--- config.mk ---
export PLATFORM = sky130hd
export DESIGN_NAME = lyrics_metadata_frame_scanner
export DESIGN_NICKNAME = d
export VERILOG_FILES = /design/src/lmfs_pkg.sv /design/src/lmfs_scan.sv /design/src/lmfs_out.sv /design/src/lyrics_metadata_frame_scanner.sv
export SDC_FILE = /design/constraint.sdc
export NUM_CORES = 1
export LEC_CHECK = 0
export BUFFER_PORTS_ARGS = -buffer_cell sky130_fd_sc_hd__buf_2
export CAP_MARGIN = 0
export CORE_AREA = 2 2 211 213
export CTS_CLUSTER_DIAMETER = 80
export CTS_CLUSTER_SIZE = 14
export DETAILED_ROUTE_END_ITERATION = 12
export DIE_AREA = 0 0 213 215
export HOLD_SLACK_MARGIN = 0.02
export MAX_ROUTING_LAYER = met4
export SLEW_MARGIN = 20
export SYNTH_ARGS = -nofsm -noshare
export SYNTH_HDL_FRONTEND = slang
export SYNTH_HIERARCHICAL = 1
export SYNTH_SLANG_ARGS = --single-unit
--- constraint.sdc ---
create_clock -name clk -period 17 [get_ports clk]
set_input_delay 3.4 -clock clk [delete_from_list [all_inputs] [get_ports clk]]
set_output_delay 3.4 -clock clk [all_outputs]
set_load 0.02 [all_outputs]
--- src/lmfs_pkg.sv ---
// Package with shared types, codes and limits for the lyrics metadata frame scanner.
`default_nettype none

package lmfs_pkg;

  localparam int unsigned COUNT_W         = 25;
  localparam int unsigned SIZE_W          = 28;
  localparam int unsigned NEXT_W          = 30;
  localparam int unsigned END_W           = 29;
  localparam int unsigned OFFSET_W        = 18;
  localparam int unsigned LENGTH_W        = 24;

  localparam int unsigned WALK_LIMIT      = 262144;
  localparam int unsigned PREFILTER_LIMIT = 131072;

  localparam logic [COUNT_W-1:0] COUNT_MAX = {COUNT_W{1'b1}};

  localparam logic [31:0] TAG_USLT = 32'h55534C54;
  localparam logic [31:0] TAG_SYLT = 32'h53594C54;
  localparam logic [23:0] TAG_ID3  = 24'h494433;
  localparam logic [31:0] TAG_FLAC = 32'h664C6143;
  localparam logic [31:0] TAG_VORB = 32'h564F5242;
  localparam logic [31:0] TAG_COMM = 32'h434F4D4D;

  localparam logic [6:0] LOW7_MASK        = 7'h7F;
  localparam logic [6:0] FLAC_TYPE_LYRICS = 7'd4;

  localparam logic [1:0] CONT_NONE = 2'd0;
  localparam logic [1:0] CONT_ID3  = 2'd1;
  localparam logic [1:0] CONT_FLAC = 2'd2;

  localparam logic [1:0] FK_NONE = 2'd0;
  localparam logic [1:0] FK_USLT = 2'd1;
  localparam logic [1:0] FK_SYLT = 2'd2;

  localparam logic [COUNT_W-1:0] ID3_MAGIC_END  = 25'd2;
  localparam logic [COUNT_W-1:0] FLAC_MAGIC_END = 25'd3;
  localparam logic [COUNT_W-1:0] ID3_FIRST_HDR  = 25'd10;
  localparam logic [COUNT_W-1:0] FLAC_FIRST_HDR = 25'd4;

  localparam int unsigned ID3_HDR_LEN  = 10;
  localparam int unsigned FLAC_HDR_LEN = 4;

  localparam logic [3:0] ID3_TAG_END    = 4'd3;
  localparam logic [3:0] ID3_SIZE_FIRST = 4'd4;
  localparam logic [3:0] ID3_SIZE_LAST  = 4'd7;
  localparam logic [3:0] ID3_HDR_END    = 4'd9;
  localparam logic [3:0] FLAC_TYPE_POS  = 4'd0;
  localparam logic [3:0] FLAC_HDR_END   = 4'd3;

  typedef enum logic [1:0] {
    PH_MAGIC,
    PH_WAIT,
    PH_HEADER,
    PH_DONE
  } phase_t;

  typedef struct packed {
    logic [7:0] data;
    logic       last;
  } in_beat_t;

  typedef struct packed {
    logic                found;
    logic                synced;
    logic [1:0]          container;
    logic [OFFSET_W-1:0] text_offset;
    logic [LENGTH_W-1:0] text_length;
  } verdict_t;

endpackage

`default_nettype wire

--- src/lmfs_scan.sv ---
// Per-byte header walk, prefilter and end-of-file verdict logic.
`default_nettype none

module lmfs_scan (
  input  logic              clk,
  input  logic              rst,
  input  logic              take,
  input  lmfs_pkg::in_beat_t beat,
  input  logic              extract_enable,
  output lmfs_pkg::verdict_t verdict
);
  import lmfs_pkg::*;

  logic [COUNT_W-1:0] byte_count, byte_count_next;
  logic [31:0]        recent_bytes, recent_bytes_next;
  logic [1:0]         container_kind, container_kind_next;
  phase_t             phase, phase_next;
  logic [3:0]         header_index, header_index_next;
  logic [SIZE_W-1:0]  size_accum, size_accum_next;
  logic [COUNT_W-1:0] next_header_pos, next_header_pos_next;
  logic [1:0]         frame_kind, frame_kind_next;
  logic               prefilter_hit, prefilter_hit_next;
  logic               cand_valid, cand_valid_next;
  logic               cand_synced, cand_synced_next;
  logic [COUNT_W-1:0] cand_start, cand_start_next;
  logic [SIZE_W-1:0]  cand_size, cand_size_next;

  logic [31:0]        rb;
  logic [COUNT_W-1:0] idx;
  logic [COUNT_W-1:0] count_inc;
  logic [NEXT_W-1:0]  nxt;
  logic [END_W-1:0]   cand_end;
  logic [COUNT_W-1:0] walk_lim;
  logic               ok;

  always_comb begin
    rb                   = {recent_bytes[23:0], beat.data};
    idx                  = byte_count;
    phase_next           = phase;
    container_kind_next  = container_kind;
    next_header_pos_next = next_header_pos;
    header_index_next    = header_index;
    size_accum_next      = size_accum;
    frame_kind_next      = frame_kind;
    prefilter_hit_next   = prefilter_hit;
    cand_valid_next      = cand_valid;
    cand_synced_next     = cand_synced;
    cand_start_next      = cand_start;
    cand_size_next       = cand_size;
    nxt                  = '0;

    if (phase == PH_MAGIC) begin
      if (idx == ID3_MAGIC_END && rb[23:0] == TAG_ID3) begin
        container_kind_next  = CONT_ID3;
        phase_next           = PH_WAIT;
        next_header_pos_next = ID3_FIRST_HDR;
      end else if (idx == FLAC_MAGIC_END && rb == TAG_FLAC) begin
        container_kind_next  = CONT_FLAC;
        phase_next           = PH_WAIT;
        next_header_pos_next = FLAC_FIRST_HDR;
      end else if (idx >= FLAC_MAGIC_END) begin
        phase_next = PH_DONE;
      end
    end

    if (idx >= FLAC_MAGIC_END && idx < COUNT_W'(PREFILTER_LIMIT)) begin
      if (container_kind_next == CONT_ID3 && (rb == TAG_USLT || rb == TAG_SYLT)) begin
        prefilter_hit_next = 1'b1;
      end
      if (container_kind_next == CONT_FLAC && (rb == TAG_VORB || rb == TAG_COMM)) begin
        prefilter_hit_next = 1'b1;
      end
    end

    if (phase_next == PH_WAIT && idx == next_header_pos_next) begin
      phase_next        = PH_HEADER;
      header_index_next = '0;
      size_accum_next   = '0;
      frame_kind_next   = FK_NONE;
    end else if (phase_next == PH_HEADER) begin
      header_index_next = header_index + 4'd1;
    end

    if (phase_next == PH_HEADER) begin
      if (container_kind_next == CONT_ID3) begin
        if (header_index_next == ID3_TAG_END) begin
          frame_kind_next = (rb == TAG_USLT) ? FK_USLT :
                            (rb == TAG_SYLT) ? FK_SYLT : FK_NONE;
        end else if (header_index_next >= ID3_SIZE_FIRST &&
                     header_index_next <= ID3_SIZE_LAST) begin
          size_accum_next = {size_accum_next[SIZE_W-8:0], beat.data[6:0] & LOW7_MASK};
        end else if (header_index_next == ID3_HDR_END) begin
          nxt = NEXT_W'(next_header_pos_next) + NEXT_W'(ID3_HDR_LEN) +
                NEXT_W'(size_accum_next);
          phase_next = PH_DONE;
          if (size_accum_next != '0) begin
            if (frame_kind_next != FK_NONE) begin
              cand_valid_next  = 1'b1;
              cand_synced_next = (frame_kind_next == FK_SYLT);
              cand_start_next  = next_header_pos_next + COUNT_W'(ID3_HDR_LEN);
              cand_size_next   = size_accum_next;
            end else if (nxt + NEXT_W'(ID3_HDR_LEN) < NEXT_W'(WALK_LIMIT)) begin
              next_header_pos_next = nxt[COUNT_W-1:0];
              phase_next           = PH_WAIT;
            end
          end
        end
      end else begin
        if (header_index_next == FLAC_TYPE_POS) begin
          frame_kind_next = {beat.data[7], beat.data[6:0] == FLAC_TYPE_LYRICS};
        end else begin
          size_accum_next = {4'd0, size_accum_next[15:0], beat.data};
          if (header_index_next == FLAC_HDR_END) begin
            nxt = NEXT_W'(next_header_pos_next) + NEXT_W'(FLAC_HDR_LEN) +
                  NEXT_W'(size_accum_next);
            phase_next = PH_DONE;
            if (frame_kind_next[0]) begin
              cand_valid_next  = 1'b1;
              cand_synced_next = 1'b0;
              cand_start_next  = next_header_pos_next + COUNT_W'(FLAC_HDR_LEN);
              cand_size_next   = size_accum_next;
            end else if (!frame_kind_next[1] &&
                         nxt + NEXT_W'(FLAC_HDR_LEN) < NEXT_W'(WALK_LIMIT)) begin
              next_header_pos_next = nxt[COUNT_W-1:0];
              phase_next           = PH_WAIT;
            end
          end
        end
      end
    end

    count_inc = (byte_count != COUNT_MAX) ? byte_count + 25'd1 : byte_count;

    // Verdict on the file as it stands after this byte.
    cand_end = END_W'(cand_start_next) + END_W'(cand_size_next);
    walk_lim = (count_inc < COUNT_W'(WALK_LIMIT)) ? count_inc : COUNT_W'(WALK_LIMIT);
    ok = 1'b0;
    if (prefilter_hit_next && cand_valid_next) begin
      if (container_kind_next == CONT_ID3) begin
        ok = cand_end <= END_W'(walk_lim);
      end else if (container_kind_next == CONT_FLAC) begin
        ok = (cand_start_next < count_inc) && (cand_end <= END_W'(count_inc));
      end
    end
    verdict.found       = ok;
    verdict.synced      = ok && cand_synced_next;
    verdict.container   = container_kind_next;
    verdict.text_offset = (ok && extract_enable) ? cand_start_next[OFFSET_W-1:0] : '0;
    verdict.text_length = (ok && extract_enable) ? cand_size_next[LENGTH_W-1:0] : '0;

    recent_bytes_next = rb;
    byte_count_next   = count_inc;

    // The final beat of a file returns every scanning register to its idle value.
    if (beat.last) begin
      byte_count_next      = '0;
      recent_bytes_next    = '0;
      container_kind_next  = CONT_NONE;
      phase_next           = PH_MAGIC;
      header_index_next    = '0;
      size_accum_next      = '0;
      next_header_pos_next = '0;
      frame_kind_next      = FK_NONE;
      prefilter_hit_next   = 1'b0;
      cand_valid_next      = 1'b0;
      cand_synced_next     = 1'b0;
      cand_start_next      = '0;
      cand_size_next       = '0;
    end
  end

  always_ff @(posedge clk) begin
    if (rst) begin
      byte_count      <= '0;
      recent_bytes    <= '0;
      container_kind  <= CONT_NONE;
      phase           <= PH_MAGIC;
      header_index    <= '0;
      size_accum      <= '0;
      next_header_pos <= '0;
      frame_kind      <= FK_NONE;
      prefilter_hit   <= 1'b0;
      cand_valid      <= 1'b0;
      cand_synced     <= 1'b0;
      cand_start      <= '0;
      cand_size       <= '0;
    end else if (take) begin
      byte_count      <= byte_count_next;
      recent_bytes    <= recent_bytes_next;
      container_kind  <= container_kind_next;
      phase           <= phase_next;
      header_index    <= header_index_next;
      size_accum      <= size_accum_next;
      next_header_pos <= next_header_pos_next;
      frame_kind      <= frame_kind_next;
      prefilter_hit   <= prefilter_hit_next;
      cand_valid      <= cand_valid_next;
      cand_synced     <= cand_synced_next;
      cand_start      <= cand_start_next;
      cand_size       <= cand_size_next;
    end
  end

endmodule

`default_nettype wire

--- src/lmfs_out.sv ---
// Result register holding one verdict beat until the downstream side takes it.
`default_nettype none

module lmfs_out (
  input  logic                            clk,
  input  logic                            rst,
  input  logic                            load,
  input  lmfs_pkg::verdict_t              verdict,
  input  logic                            out_stall,
  output logic                            out_valid,
  output logic                            found,
  output logic                            synced,
  output logic [1:0]                      container,
  output logic [lmfs_pkg::OFFSET_W-1:0]   text_offset,
  output logic [lmfs_pkg::LENGTH_W-1:0]   text_length
);
  import lmfs_pkg::*;

  verdict_t held;

  always_ff @(posedge clk) begin
    if (rst) begin
      out_valid <= 1'b0;
    end else if (load) begin
      out_valid <= 1'b1;
    end else if (!out_stall) begin
      out_valid <= 1'b0;
    end
  end

  always_ff @(posedge clk) begin
    if (load) begin
      held <= verdict;
    end
  end

  assign found       = held.found;
  assign synced      = held.synced;
  assign container   = held.container;
  assign text_offset = held.text_offset;
  assign text_length = held.text_length;

endmodule

`default_nettype wire

--- src/lyrics_metadata_frame_scanner.sv ---
// Top level of the lyrics metadata frame scanner: input register, scanner and result register.
// A file's verdict beat is registered as its final byte leaves the input register.
// Throughput: one byte per cycle; a final byte waits in the input register only while the
// previous verdict is held in the result register and stalled.
// Reset: synchronous rst clears the scan state, the input and result valids and
// extract_enable; no clearing pass is needed.
`default_nettype none

module lyrics_metadata_frame_scanner (
  input  logic                          clk,
  input  logic                          rst,
  input  logic                          cfg_wr_en,
  input  logic                          cfg_wr_data,
  input  logic                          in_valid,
  output logic                          in_stall,
  input  logic [7:0]                    data_byte,
  input  logic                          last_byte,
  output logic                          out_valid,
  input  logic                          out_stall,
  output logic                          found,
  output logic                          synced,
  output logic [1:0]                    container,
  output logic [lmfs_pkg::OFFSET_W-1:0] text_offset,
  output logic [lmfs_pkg::LENGTH_W-1:0] text_length
);
  import lmfs_pkg::*;

  logic     extract_enable;
  logic     in_q_valid;
  in_beat_t in_q;
  logic     take;
  logic     load;
  verdict_t verdict;

  always_ff @(posedge clk) begin
    if (rst) begin
      extract_enable <= 1'b0;
    end else if (cfg_wr_en) begin
      extract_enable <= cfg_wr_data;
    end
  end

  assign in_stall = in_q_valid && in_q.last && out_valid && out_stall;
  assign take     = in_q_valid && !(in_q.last && out_valid && out_stall);
  assign load     = take && in_q.last;

  always_ff @(posedge clk) begin
    if (rst) begin
      in_q_valid <= 1'b0;
    end else if (in_valid && !in_stall) begin
      in_q_valid <= 1'b1;
    end else if (take) begin
      in_q_valid <= 1'b0;
    end
  end

  always_ff @(posedge clk) begin
    if (in_valid && !in_stall) begin
      in_q <= '{data: data_byte, last: last_byte};
    end
  end

  lmfs_scan u_scan (
    .clk            (clk),
    .rst            (rst),
    .take           (take),
    .beat           (in_q),
    .extract_enable (extract_enable),
    .verdict        (verdict)
  );

  lmfs_out u_out (
    .clk         (clk),
    .rst         (rst),
    .load        (load),
    .verdict     (verdict),
    .out_stall   (out_stall),
    .out_valid   (out_valid),
    .found       (found),
    .synced      (synced),
    .container   (container),
    .text_offset (text_offset),
    .text_length (text_length)
  );

  a_quiet_when_missing: assert property (@(posedge clk) disable iff (rst)
    out_valid && !found |-> !synced && text_offset == '0 && text_length == '0)
    else $error("verdict without a find carries lyrics details");

  a_found_needs_container: assert property (@(posedge clk) disable iff (rst)
    out_valid && found |-> container == CONT_ID3 || container == CONT_FLAC)
    else $error("lyrics found in an unrecognised container");

  a_flac_not_synced: assert property (@(posedge clk) disable iff (rst)
    out_valid && container == CONT_FLAC |-> !synced)
    else $error("FLAC verdict marked as synced");

  a_load_shows: assert property (@(posedge clk) disable iff (rst)
    load |=> out_valid)
    else $error("final beat did not produce a verdict");

endmodule

`default_nettype wire

==> results.py <==
metrics = {
    "yosys": {
        "synth_top_area_share_pct": 17.6,
        "synth-async-reset-ratio_pct": 0,
        "yosysMostFrequentCell": "nor2_1",
        "yosys.cell_types.count": 88,
        "synth_edf_count": 55,
        "netlist_instances": 2434,
        "avgSynthCellArea_sq_um": 7.97,
        "synth.area.top_cells": "dfxtp_1, ha_1, edfxtp_1",
        "ys_warn_count": 6,
        "netlist_area_sq_mm": 0.0194,
        "synth_seq_cells": 226,
        "yosysTopAreaCell": "dfxtp_1",
        "seq_area_frac_synth_pct": 26.2,
        "ys.flop_type": "dfxtp_1",
        "synth.top_cells.by_count": "nor2_1, ha_1, nand2_1",
    },
    "placed_design": {
        "portBuffers": 62,
        "gp_congestion": 1.02,
        "dp_hpwl_um": 61800,
        "place_ws_ps": 7120,
        "dp.cells": 2996,
    },
    "grt": {
        "grt_pass1_wl_um": 117000,
        "gr-total-overflow": 0,
        "grt_use_total_pct": 34.8,
        "antenna_found_initial": 2,
        "grt_pass1_vias": 18400,
        "grt_max_degree": 60,
    },
    "clocking": {
        "cts_root_buf": "clkbuf_16",
        "cts_tree": "done",
        "ctsHtreeMaxLevel": 1,
        "cts_buffer_depth": 3,
        "clk_pin_slew_worst_paths_ps": 80,
        "numClockSinks": 226,
        "ctsResizeCount": 0,
        "ctsHoldBuffers": 0,
        "insertion_delay_ps": 560,
        "cts_buffers": 22,
        "postCtsSetupRepairBufs": 0,
    },
    "setup_path": {
        "rr_endpoint": "u_out/text_offset[5]$_DFFE_PP_",
        "slowest_delay_ps": 780,
        "rrSetupSlack_ps": 6930,
        "timing.rr.start": "u_scan/byte_count[1]$_SDFFE_PP0P_",
        "end_kind": "flop",
        "start_kind": "flop",
        "slowest_stage": "a311oi_1",
        "cpMostUsedCell": "nor2_1",
        "path_max_fanout": 44,
        "path_class": "reg2reg",
        "cp.required_ps": 17370,
        "ff2ff_path_depth": 35,
        "cp.arrival_ps": 10440,
    },
    "die": {
        "coreArea_sq_mm": 0.0436,
        "die_area_sq_mm": 0.0458,
        "initial_core_util_pct": 44.5,
        "io_pins": 63,
        "die_w_um": 213,
        "die_h_um": 215,
        "num_rows": 77,
    },
    "timing": {
        "finalCriticalPeriod_ps": 10070,
        "setup_viol": 0,
        "fin_ws_ps": 6930,
        "hold_violations": 0,
        "finalCritPeriodShare_pct": 59.2,
        "maxSlewHeadroom_pct": 23.8,
        "tightest_slew_ps": 1140,
        "fmax_mhz": 99.3,
        "drv_slew": 0,
        "fin_tns_setup_ps": 0,
        "skew_ps": 28.1,
        "rsz0062_at_grt": "no",
    },
    "min_path": {
        "holdPathEnd": "u_scan/cand_start[16]$_SDFFE_PP0P_",
        "holdPathStages": 2,
        "worstHoldStart": "u_scan/cand_start[16]$_SDFFE_PP0P_",
        "holdCritPathClass": "reg2reg",
    },
    "drt": {
        "firstDrtPassIters": 8,
        "vias_per_cell": 6.47,
        "vias": 19700,
        "route.detailed.drc": 0,
        "wl_per_cell_um": 26.0,
        "ant_nets": 0,
        "drtIter0Drc": 2140,
        "routed_wl_um": 79100,
    },
    "power": {
        "power_leakage_uw": 0.00855,
        "ir_drop_uv": 59.3,
        "cellPowerDensity_mw_per_mm2": 53.9,
        "power_uw": 1130,
    },
    "cells_and_area": {
        "layout.area.seq_sq_mm": 0.00508,
        "final_nets": 2649,
        "drive_above_1_share_pct": 6.96,
        "nFillCells": 4375,
        "syn2layout_area_growth_pct": 8.25,
        "fin_cells": 3038,
        "multi_input_area_sq_mm": 0.0135,
        "postLayoutCoreUtil_pct": 48.1,
    },
    "run": {
        "cap_violations": 0,
    },
    "status": {
        "status": "completed",
    },
}
[registers in the layout, indices dropped and copies added, names as in the netlist, 2 cells and up]
name,count
u_scan/header_index,4
u_scan/size_accum,28
u_scan/byte_count,25
u_scan/phase,2
u_scan/cand_start,25
u_out/text_offset,18
u_scan/recent_bytes,24
u_scan/frame_kind,2
u_out/container,2
in_q,9
u_scan/cand_size,28
u_scan/container_kind,2
u_scan/next_header_pos,25
u_out/text_length,24
[stage by stage]
step / cell area (sq um) / hold slack (ps)
final: 21000 / 470
after detailed placement: 20300 / 447
after global placement: 20300 / 438
after floorplan: 19400 / 425
after global routing: 21000 / 474
after CTS: 21000 / 467
[kinds of logic (layout without fill, tap and decap cells)]
kind of cell	count (synthesis)	in the layout	synth area share (%)
flip-flops	226	226	26.2
multiplexers	26	26	1.36
buffers and inverters	240	244	4.80
other	1	9	0.0193
XOR/XNOR	123	123	5.55
adder cells (fa/ha/maj)	206	206	13.4
AND/OR/NAND/NOR	914	914	24.5
AO/OA/AOI/OAI	698	698	24.3
[cell type report]
class                      count  share of cell area, %
clock buffer                  31                   2.88
multi-input combinational   1973                   64.2
tap                          592                   3.53
sequential                   226                   24.2
inverter                     104                   1.86
clock inverter                 8                  0.441
timing repair buffer         101                   2.88
antenna                        3                 0.0357
[layout by cell type, fill, tap and decap left out, drive strengths merged, types with 30 or more instances in the layout]
cell type,netlist,layout
o21ai,133,133
edfxtp,55,55
buf,20,101
dfxtp,171,171
nor4,35,35
a211oi,30,30
nor2,250,250
and4,46,46
nand2b,34,34
a21oi,175,175
clkbuf,116,31
a21o,52,52
xor2,34,34
and2,52,52
inv,103,105
xnor2,89,89
a22oi,57,57
ha,203,203
nand3,67,67
a22o,30,30
nand2,187,187
nor3,71,71
nand4,56,56
[critical path, delay by kind of cell (launching register included)]
| kind | cells | cell delay (ps) |
|---|---|---|
| AND/OR/NAND/NOR | 16 | 3570 |
| buffers and inverters | 2 | 810 |
| XOR/XNOR | 1 | 130 |
| adder cells (fa/ha/maj) | 3 | 1270 |
| AO/OA/AOI/OAI | 13 | 3500 |
| flip-flops | 1 | 550 |
[how the worst max path moves through the flow]
stage,end,depth (start not counted),from,slack [ps]
after floorplan,u_out/found$_DFFE_PP_,36,u_scan/byte_count[0]$_SDFFE_PP0P_,8940
after global placement,u_out/text_offset[5]$_DFFE_PP_,37,u_scan/byte_count[1]$_SDFFE_PP0P_,7310
after detailed placement,u_out/text_offset[5]$_DFFE_PP_,35,u_scan/byte_count[1]$_SDFFE_PP0P_,7120
after CTS,u_out/text_offset[5]$_DFFE_PP_,35,u_scan/byte_count[1]$_SDFFE_PP0P_,7090
after global routing,u_out/text_offset[5]$_DFFE_PP_,35,u_scan/byte_count[1]$_SDFFE_PP0P_,6200
final,u_out/text_offset[5]$_DFFE_PP_,35,u_scan/byte_count[1]$_SDFFE_PP0P_,6930
[metal layers]
| metal | global-route usage (%) | routed length [um] |
|---|---|---|
| met1 | 43.5 | 32300 |
| met2 | 54.4 | 35900 |
| met3 | 5.10 | 6390 |
| met4 | 17.4 | 4490 |
| met5 | - | 0 |
[power by group]
part           total [uW]  switching, uW  internal [uW]
Sequential            565           8.83            556
Combinational        60.1           44.8           15.3
Clock                 507            239            268
Power figures use the tool's default switching activity.
